`src/rtl/ilt_pkg.sv`:
```
// Shared types, codes and size constants for the indexed list table.
// No dependencies; every other file of the block imports this package.
`timescale 1ns / 1ps

package ilt_pkg;

    localparam int DATA_W       = 32;
    localparam int POS_W        = 7;
    localparam int CMD_W        = 3;
    localparam int STATUS_W     = 2;
    localparam int COUNT_W      = 7;
    localparam int CAPACITY_DEF = 64;

    localparam logic [CMD_W-1:0] CMD_READ     = 3'd0;
    localparam logic [CMD_W-1:0] CMD_INS_HEAD = 3'd1;
    localparam logic [CMD_W-1:0] CMD_INS_TAIL = 3'd2;
    localparam logic [CMD_W-1:0] CMD_INS_AT   = 3'd3;
    localparam logic [CMD_W-1:0] CMD_DELETE   = 3'd4;

    localparam logic [STATUS_W-1:0] ST_DONE  = 2'd0;
    localparam logic [STATUS_W-1:0] ST_RANGE = 2'd1;
    localparam logic [STATUS_W-1:0] ST_FULL  = 2'd2;

    typedef struct packed {
        logic [CMD_W-1:0]         command;
        logic [POS_W-1:0]         position;
        logic signed [DATA_W-1:0] value;
    } t_item;

    typedef struct packed {
        logic signed [DATA_W-1:0] read_value;
        logic [STATUS_W-1:0]      status;
        logic [COUNT_W-1:0]       entry_count;
    } t_result;

endpackage

```
`src/rtl/ilt_ram.sv`:
```
// Entry storage of the indexed list table: one write port, one read port,
// registered read data. Depends on ilt_pkg for the data width.
`timescale 1ns / 1ps

module ilt_ram #(
    parameter int CAPACITY = ilt_pkg::CAPACITY_DEF
) (
    input  logic                               i_clk,
    input  logic                               i_we,
    input  logic [$clog2(CAPACITY)-1:0]        i_waddr,
    input  logic signed [ilt_pkg::DATA_W-1:0]  i_wdata,
    input  logic                               i_re,
    input  logic [$clog2(CAPACITY)-1:0]        i_raddr,
    output logic signed [ilt_pkg::DATA_W-1:0]  o_rdata
);
    import ilt_pkg::*;

    logic signed [DATA_W-1:0] r_mem [CAPACITY];
    logic signed [DATA_W-1:0] r_rdata;

    always_ff @(posedge i_clk) begin
        if (i_we) begin
            r_mem[i_waddr] <= i_wdata;
        end
    end

    always_ff @(posedge i_clk) begin
        if (i_re) begin
            r_rdata <= r_mem[i_raddr];
        end
    end

    assign o_rdata = r_rdata;

endmodule

```
`src/rtl/ilt_shift.sv`:
```
// Shift engine: walks a run of entries through the RAM, one move per cycle,
// reading one address and writing the previous read to its neighbor.
// Depends on ilt_pkg for the default capacity.
`timescale 1ns / 1ps

module ilt_shift #(
    parameter int CAPACITY = ilt_pkg::CAPACITY_DEF
) (
    input  logic                                i_clk,
    input  logic                                i_rst_n,
    input  logic                                i_start,
    input  logic                                i_up,
    input  logic [$clog2(CAPACITY)-1:0]         i_from,
    input  logic [$clog2(CAPACITY+1)-1:0]       i_moves,
    output logic                                o_re,
    output logic [$clog2(CAPACITY)-1:0]         o_raddr,
    output logic                                o_we,
    output logic [$clog2(CAPACITY)-1:0]         o_waddr,
    output logic                                o_busy
);
    import ilt_pkg::*;

    localparam int AW = $clog2(CAPACITY);
    localparam int CW = $clog2(CAPACITY + 1);

    logic [CW-1:0] r_left, n_left;
    logic [AW-1:0] r_addr, n_addr;
    logic [AW-1:0] r_dst,  n_dst;
    logic          r_up,   n_up;
    logic          r_pend, n_pend;

    // An upward shift (insert) walks from the tail down and writes each entry
    // one place higher; a downward shift (delete) walks up and writes lower.
    always_comb begin
        n_left = r_left;
        n_addr = r_addr;
        n_dst  = r_dst;
        n_up   = r_up;
        n_pend = 1'b0;
        if (i_start) begin
            n_left = i_moves;
            n_addr = i_from;
            n_up   = i_up;
        end else if (r_left != '0) begin
            n_left = r_left - CW'(1);
            n_pend = 1'b1;
            n_dst  = r_up ? r_addr + AW'(1) : r_addr - AW'(1);
            n_addr = r_up ? r_addr - AW'(1) : r_addr + AW'(1);
        end
    end

    always_ff @(posedge i_clk) begin
        if (!i_rst_n) begin
            r_left <= '0;
            r_pend <= 1'b0;
        end else begin
            r_left <= n_left;
            r_pend <= n_pend;
        end
    end

    always_ff @(posedge i_clk) begin
        r_addr <= n_addr;
        r_dst  <= n_dst;
        r_up   <= n_up;
    end

    assign o_re    = (r_left != '0);
    assign o_raddr = r_addr;
    assign o_we    = r_pend;
    assign o_waddr = r_dst;
    assign o_busy  = (r_left != '0) || r_pend;

endmodule

```
`src/rtl/indexed_list_table_core.sv`:
```
// Top level of the indexed list table: command decode, entry count, sequencing
// and the result register. Depends on ilt_pkg, ilt_ram and ilt_shift.
`timescale 1ns / 1ps

// Usage
// A command is transferred at a rising edge where start is high and busy is
// low. Each command (read, insert at head, at tail or at a position, delete)
// yields exactly one result, shown on o_result for one cycle with o_strobe
// high. The receiver cannot stall, so a result is gone after that cycle.
// A refused or out-of-range command is answered straight from idle, a read
// goes through the read state, and an insert or delete runs the shift
// engine over the entries that it moves before it finishes. The moves go
// through the entry RAM with one read and one write per cycle.
// busy is high while a command is in progress and falls in the cycle its
// result is strobed, so the next command can be accepted in that cycle.
// Reset (synchronous, active low) empties the list; entry contents are not
// cleared, since only positions below the count are ever read.
module indexed_list_table_core #(
    parameter int CAPACITY = ilt_pkg::CAPACITY_DEF
) (
    input  logic             i_clk,
    input  logic             i_rst_n,
    input  logic             start,
    input  ilt_pkg::t_item   i_item,
    output logic             busy,
    output logic             o_strobe,
    output ilt_pkg::t_result o_result
);
    import ilt_pkg::*;

    localparam int AW   = $clog2(CAPACITY);
    localparam int CW   = $clog2(CAPACITY + 1);
    localparam int CMPW = (CW > POS_W) ? CW : POS_W;

    localparam logic [1:0] S_IDLE  = 2'd0;
    localparam logic [1:0] S_READ  = 2'd1;
    localparam logic [1:0] S_SHIFT = 2'd2;

    logic [1:0]          r_state, n_state;
    logic [CW-1:0]       r_count, n_count;
    logic                r_ins,   n_ins;
    logic [AW-1:0]       r_at,    n_at;
    logic signed [DATA_W-1:0] r_value, n_value;
    logic                r_strobe, n_strobe;
    t_result             r_res,    n_res;

    // Decode of the command that is being offered.
    logic [CMPW-1:0] pos_ext, cnt_ext, nxt_ext;
    logic            full, pos_lt, pos_gt;
    logic            go_read, go_ins, go_del;
    logic [CW-1:0]   at_c, cnt_m1, at_p1, cnt_next;
    t_result         early_res;

    // Shift engine and RAM hookup.
    logic            sh_start, sh_up, sh_re, sh_we, sh_busy;
    logic [AW-1:0]   sh_from, sh_raddr, sh_waddr;
    logic [CW-1:0]   sh_moves;
    logic            rd_re, fin_we, ram_we, ram_re;
    logic [AW-1:0]   ram_waddr, ram_raddr;
    logic signed [DATA_W-1:0] ram_wdata, ram_rdata;

    assign pos_ext = CMPW'(i_item.position);
    assign cnt_ext = CMPW'(r_count);
    assign full    = (r_count == CW'(CAPACITY));
    assign pos_lt  = (pos_ext < cnt_ext);
    assign pos_gt  = (pos_ext > cnt_ext);

    // Range and capacity checks. A command that cannot proceed produces its
    // result right away; the others start a RAM read or a shift.
    always_comb begin
        go_read   = 1'b0;
        go_ins    = 1'b0;
        go_del    = 1'b0;
        at_c      = '0;
        early_res.read_value  = '0;
        early_res.status      = ST_RANGE;
        early_res.entry_count = cnt_ext[COUNT_W-1:0];
        unique case (i_item.command)
            CMD_READ: begin
                if (pos_lt) begin
                    go_read = 1'b1;
                end else begin
                    early_res.read_value = -32'sd1;
                end
            end
            CMD_INS_HEAD: begin
                if (full) begin
                    early_res.status = ST_FULL;
                end else begin
                    go_ins = 1'b1;
                end
            end
            CMD_INS_TAIL: begin
                if (full) begin
                    early_res.status = ST_FULL;
                end else begin
                    go_ins = 1'b1;
                    at_c   = r_count;
                end
            end
            CMD_INS_AT: begin
                // The range check takes precedence over the full check.
                if (!pos_gt) begin
                    if (full) begin
                        early_res.status = ST_FULL;
                    end else begin
                        go_ins = 1'b1;
                        at_c   = pos_ext[CW-1:0];
                    end
                end
            end
            CMD_DELETE: begin
                if (pos_lt) begin
                    go_del = 1'b1;
                    at_c   = pos_ext[CW-1:0];
                end
            end
            default: begin
            end
        endcase
    end

    // Insert moves entries at..count-1 up by one, starting from the tail.
    // Delete moves entries at+1..count-1 down by one, starting from at+1.
    assign cnt_m1   = r_count - CW'(1);
    assign at_p1    = at_c + CW'(1);
    assign sh_up    = go_ins;
    assign sh_from  = go_ins ? cnt_m1[AW-1:0] : at_p1[AW-1:0];
    assign sh_moves = go_ins ? (r_count - at_c) : (cnt_m1 - at_c);

    // Count after the insert or delete that is being finished.
    assign cnt_next = r_ins ? r_count + CW'(1) : r_count - CW'(1);
    assign nxt_ext  = CMPW'(cnt_next);

    always_comb begin
        n_state  = r_state;
        n_count  = r_count;
        n_ins    = r_ins;
        n_at     = r_at;
        n_value  = r_value;
        n_strobe = 1'b0;
        n_res    = r_res;
        sh_start = 1'b0;
        rd_re    = 1'b0;
        fin_we   = 1'b0;
        unique case (r_state)
            S_IDLE: begin
                if (start) begin
                    if (go_read) begin
                        rd_re   = 1'b1;
                        n_state = S_READ;
                    end else if (go_ins || go_del) begin
                        sh_start = 1'b1;
                        n_ins    = go_ins;
                        n_at     = at_c[AW-1:0];
                        n_value  = i_item.value;
                        n_state  = S_SHIFT;
                    end else begin
                        n_strobe = 1'b1;
                        n_res    = early_res;
                    end
                end
            end
            S_READ: begin
                n_strobe              = 1'b1;
                n_res.read_value      = ram_rdata;
                n_res.status          = ST_DONE;
                n_res.entry_count     = cnt_ext[COUNT_W-1:0];
                n_state               = S_IDLE;
            end
            S_SHIFT: begin
                // Once every move has been written back, an insert writes the new value
                // into the opened slot, and the count is updated.
                if (!sh_busy) begin
                    fin_we            = r_ins;
                    n_count           = cnt_next;
                    n_strobe          = 1'b1;
                    n_res.read_value  = '0;
                    n_res.status      = ST_DONE;
                    n_res.entry_count = nxt_ext[COUNT_W-1:0];
                    n_state           = S_IDLE;
                end
            end
            default: begin
                n_state = S_IDLE;
            end
        endcase
    end

    always_ff @(posedge i_clk) begin
        if (!i_rst_n) begin
            r_state  <= S_IDLE;
            r_count  <= '0;
            r_strobe <= 1'b0;
        end else begin
            r_state  <= n_state;
            r_count  <= n_count;
            r_strobe <= n_strobe;
        end
    end

    always_ff @(posedge i_clk) begin
        r_ins   <= n_ins;
        r_at    <= n_at;
        r_value <= n_value;
        r_res   <= n_res;
    end

    // The shift engine and the command path never use the RAM in the same
    // cycle, so the ports are plain multiplexers.
    assign ram_we    = sh_we || fin_we;
    assign ram_waddr = sh_we ? sh_waddr : r_at;
    assign ram_wdata = sh_we ? ram_rdata : r_value;
    assign ram_re    = sh_re || rd_re;
    assign ram_raddr = sh_re ? sh_raddr : pos_ext[AW-1:0];

    ilt_shift #(
        .CAPACITY (CAPACITY)
    ) u_shift (
        .i_clk   (i_clk),
        .i_rst_n (i_rst_n),
        .i_start (sh_start),
        .i_up    (sh_up),
        .i_from  (sh_from),
        .i_moves (sh_moves),
        .o_re    (sh_re),
        .o_raddr (sh_raddr),
        .o_we    (sh_we),
        .o_waddr (sh_waddr),
        .o_busy  (sh_busy)
    );

    ilt_ram #(
        .CAPACITY (CAPACITY)
    ) u_ram (
        .i_clk   (i_clk),
        .i_we    (ram_we),
        .i_waddr (ram_waddr),
        .i_wdata (ram_wdata),
        .i_re    (ram_re),
        .i_raddr (ram_raddr),
        .o_rdata (ram_rdata)
    );

    assign busy     = (r_state != S_IDLE);
    assign o_strobe = r_strobe;
    assign o_result = r_res;

    // An accepted command is either still in progress or strobes its result.
    a_accept_progress: assert property (@(posedge i_clk) disable iff (!i_rst_n)
        (start && !busy) |=> (busy || o_strobe))
        else $error("accepted command neither in progress nor answered");

    // The shift engine only runs while an insert or delete is in progress.
    a_shift_in_state: assert property (@(posedge i_clk) disable iff (!i_rst_n)
        sh_busy |-> (r_state == S_SHIFT))
        else $error("shift engine active outside of a shift");

    // The count only moves together with a delivered result.
    a_count_with_result: assert property (@(posedge i_clk) disable iff (!i_rst_n)
        !$stable(r_count) |-> o_strobe)
        else $error("entry count changed without a result");

    // A full status is only reported when the list is full.
    a_full_status: assert property (@(posedge i_clk) disable iff (!i_rst_n)
        (o_strobe && (o_result.status == ST_FULL)) |-> (r_count == CW'(CAPACITY)))
        else $error("full status with free space");

endmodule
```
`config.mk`:
```
export PLATFORM = sky130hd
export DESIGN_NAME = indexed_list_table_core
export DESIGN_NICKNAME = d
export VERILOG_FILES = /design/src/rtl/ilt_pkg.sv /design/src/rtl/ilt_ram.sv /design/src/rtl/ilt_shift.sv /design/src/rtl/indexed_list_table_core.sv
export SDC_FILE = /design/constraint.sdc
export NUM_CORES = 2
export LEC_CHECK = 0
export ABC_AREA = 1
export BUFFER_PORTS_ARGS = -buffer_cell sky130_fd_sc_hd__buf_2
export CAP_MARGIN = 10
export CORE_UTILIZATION = 40
export CTS_BUF_LIST = sky130_fd_sc_hd__clkbuf_4
export DETAILED_ROUTE_END_ITERATION = 6
export GPL_TIMING_DRIVEN = 0
export MAX_ROUTING_LAYER = met4
export SLEW_MARGIN = 10
export SYNTH_ARGS = -nofsm -noshare
export SYNTH_HDL_FRONTEND = slang
export SYNTH_HIERARCHICAL = 1
export SYNTH_SLANG_ARGS = --single-unit
```
`constraint.sdc`:
```
create_clock -name i_clk -period 9.1 [get_ports i_clk]
set_input_delay 1.365 -clock i_clk [delete_from_list [all_inputs] [get_ports i_clk]]
set_output_delay 1.365 -clock i_clk [all_outputs]
set_load 0.05 [all_outputs]
```
==> impl_metrics.py <==
metrics = {
    "grt": {
        "grt_pass1_wl_mm": 488.1,
        "grt_pass1_vias": 63340,
        "grt_usage_pct": 32.38,
        "antenna_found_initial": 35,
        "grt_overflow_total": 0,
        "grt_max_degree": 65,
    },
    "min_path": {
        "hp-class": "input port to flop",
        "min_path_cells": 1,
        "min_from": "i_item[11]",
        "hold_end": "r_value[11]",
    },
    "clocking": {
        "root_buffer": "clkbuf_4",
        "clockBufferDepth": 4,
        "clk_latency_ps": 1490,
        "cts_made_buffers": 592,
        "ctsHoldBuffers": 0,
        "cts_max_level": 6,
        "clock-sinks": 2191,
        "cts-resized-gates": 0,
        "cts_tree": "built",
        "clk_pin_slew_ps": 70,
        "cts_setup_buffers": 0,
    },
    "final_layout": {
        "layout-drive-gt1-share_pct": 19.16,
        "nFillCells": 20000,
        "multi_input_area_um2": 21850,
        "final_common_cell": "nand2_1",
        "syn2layout_area_growth_pct": 17.38,
        "register_area_um2": 65610,
        "final_cell_mix": "2,459 x nand2_1, 2,173 x edfxtp_1, 1,978 x nand3_1",
        "nets": 8450,
    },
    "sta": {
        "tightest_slew_ps": 1416,
        "max_freq_mhz": 171.5,
        "hold_ws_ps": 144.8,
        "slew_violations": 0,
        "fin_tns_setup_ps": 0,
        "hold_violations": 0,
        "setup-violations-final": 0,
        "rsz0062_at_grt": "false",
        "relSlewSlack_pct": 5.574,
        "finalCritPeriodShare_pct": 64.09,
        "min_period_ps": 5832,
        "fin_skew_ps": 133.6,
    },
    "logic_synthesis": {
        "ys_seq_elements": 2191,
        "async_reset_ff_share_pct": 0,
        "synth_area_per_cell_um2": 11.92,
        "synth_area_um2": 89450,
        "synthesis.nets": 7575,
        "yosysSeqAreaShare_pct": 73.35,
        "ys_types": 50,
        "synth_edf_count": 2173,
        "ys_warn_count": 6,
        "synth-main-ff-cell": "edfxtp_1",
        "synthCells": 7504,
    },
    "setup_path": {
        "path_cells": "inv_1 -> ha_1 -> nand2_2 -> nor2_8 -> inv_2 -> or2_1 -> nor2_1 -> inv_1 -> o21ai_1 -> clkbuf_1 -> nand4_1 -> nor2_4 -> buf_16 -> buf_16",
        "cp_data_arrival_time_ps": 6890,
        "cp_slowest_stage_delay_ps": 1030,
        "endpoint_kind": "flop",
        "ff2ff_path_depth": 14,
        "crit_type": "flop to flop",
        "critPathSlowestCell": "nor2_4",
        "worstPathRequired_ps": 10160,
        "r2r-end": "u_ram/r_mem[40][25]",
        "path_max_fanout": 13,
        "setup.worst_path.start_class": "flop",
        "crit-reg2reg-launch": "u_shift/r_left[0]",
        "r2r_slack_ps": 3270,
    },
    "detailed_routing": {
        "drt_iter0_drc": 11540,
        "via_per_inst": 5.816,
        "drc_errors": 1,
        "avgRoutedWirePerCell_um": 30.56,
        "ant_nets": 0,
        "dr_total_vias": 68530,
        "routed_wl_mm": 360.0,
        "dr.pass1.iters": 7,
    },
    "status": {
        "outcome": "complete, but fails checks",
        "violations": "design-rule violations",
    },
    "place": {
        "place_hpwl_mm": 249.0,
        "port_buffers": 87,
        "globalplace.congestion": 1.047,
    },
    "flow_run": {
        "maxCapViolations": 0,
    },
    "die": {
        "start_util_pct": 40.24,
        "dieArea_um2": 225500,
        "die_h_um": 474.9,
        "die_w_um": 474.9,
        "fp.coreArea_um2": 222300,
        "io_pins": 88,
        "row_count": 173,
    },
}
## logic make-up after synthesis
kind of cell / count (synthesis) / synth area share, %
AO/OA/AOI/OAI: 92 / 0.5889
XOR/XNOR: 24 / 0.2350
adder cells (fa/ha/maj): 26 / 0.3721
buffers and inverters: 574 / 3.073
flip-flops: 2191 / 73.35
multiplexers: 1 / 0.01119
AND/OR/NAND/NOR: 4596 / 22.37
## synthesized netlist by cell type, types with 8 or more instances
cell / number / share of area [%]
nand3_1: 1978 / 11
o21ai_0: 44 / 0.25
dfxtp_1: 18 / 0.40
buf_4: 46 / 0.39
nor2_1: 73 / 0.31
buf_2: 287 / 1.6
clkbuf_1: 96 / 0.40
xor2_1: 18 / 0.18
a21oi_1: 19 / 0.11
inv_2: 10 / 0.042
nand2_1: 2483 / 10
inv_1: 85 / 0.36
nor4_1: 8 / 0.056
edfxtp_1: 2173 / 73
buf_1: 41 / 0.17
nand4_1: 14 / 0.098
ha_1: 25 / 0.35
## worst max path at each step
stage	start	end	slack, ps	cells after the start
finish	u_shift/r_left[0]	u_ram/r_mem[40][25]	3270	14
global placement	u_shift/r_left[0]	u_ram/r_mem[54][23]	-5080	12
global route	u_shift/r_left[0]	u_ram/r_mem[53][8]	3020	16
CTS	u_shift/r_left[0]	u_ram/r_mem[53][8]	3410	16
detailed placement	u_shift/r_left[0]	u_ram/r_mem[53][23]	3410	16
floorplan	i_item[38]	o_result[0]	3230	11
## registers in the layout, indices dropped and copies added, names as in the netlist
signal	cells
o_strobe	1
u_shift/r_left	7
u_ram/o_rdata	32
cnt_ext	7
o_result	41
u_shift/o_raddr	6
u_shift/o_waddr	6
u_shift/r_up	1
r_at	6
r_state	2
u_shift/o_we	1
r_value	32
u_ram/r_mem	2048
r_ins	1
## metal layers
metal	track usage [%]	wire, um	vias to the layer above
li1	-	-	28850
met1	40.11	129200	33320
met2	46.49	156100	5306
met3	9.912	50950	1059
met4	19.36	23750	0
met5	-	0	-
## layout make-up
type,count,share of cell area (%)
Inverter,97,0.3491
Clock inverter,107,0.5362
Tap cell,2975,3.545
Clock buffer,872,6.234
Sequential cell,2191,62.49
Multi-Input combinational cell,4739,20.81
Timing Repair Buffer,281,3.664
Antenna cell,43,0.1025
Buffer,477,2.274
## stage by stage
| step | cell area (um^2) | instances | util, % | setup WS, ps |
|---|---|---|---|---|
| 4_1_cts | 104900 | 11740 | 47.18 | 3407 |
| 3_5_place_dp | 97780 | 10760 | 43.99 | 3410 |
| 5_1_grt | 105000 | 11770 | 47.22 | 3015 |
| 2_1_floorplan | 89450 | 7504 | - | 3228 |
| 3_3_place_gp | 93610 | 10570 | 42.11 | -5077 |
| 6_report | 105000 | 11780 | 47.23 | 3268 |
## critical path, delay by kind of cell (launching register included)
kind | cells | cell delay [ps]
simple gates | 6 | 2840
buf+inv | 6 | 1320
compound gates | 1 | 790
flops | 1 | 310
fa+ha+maj | 1 | 180
Power is left out: the tool's default activity adds up to more than one toggle a clock period on the data nets, which glitch-free logic cannot reach.
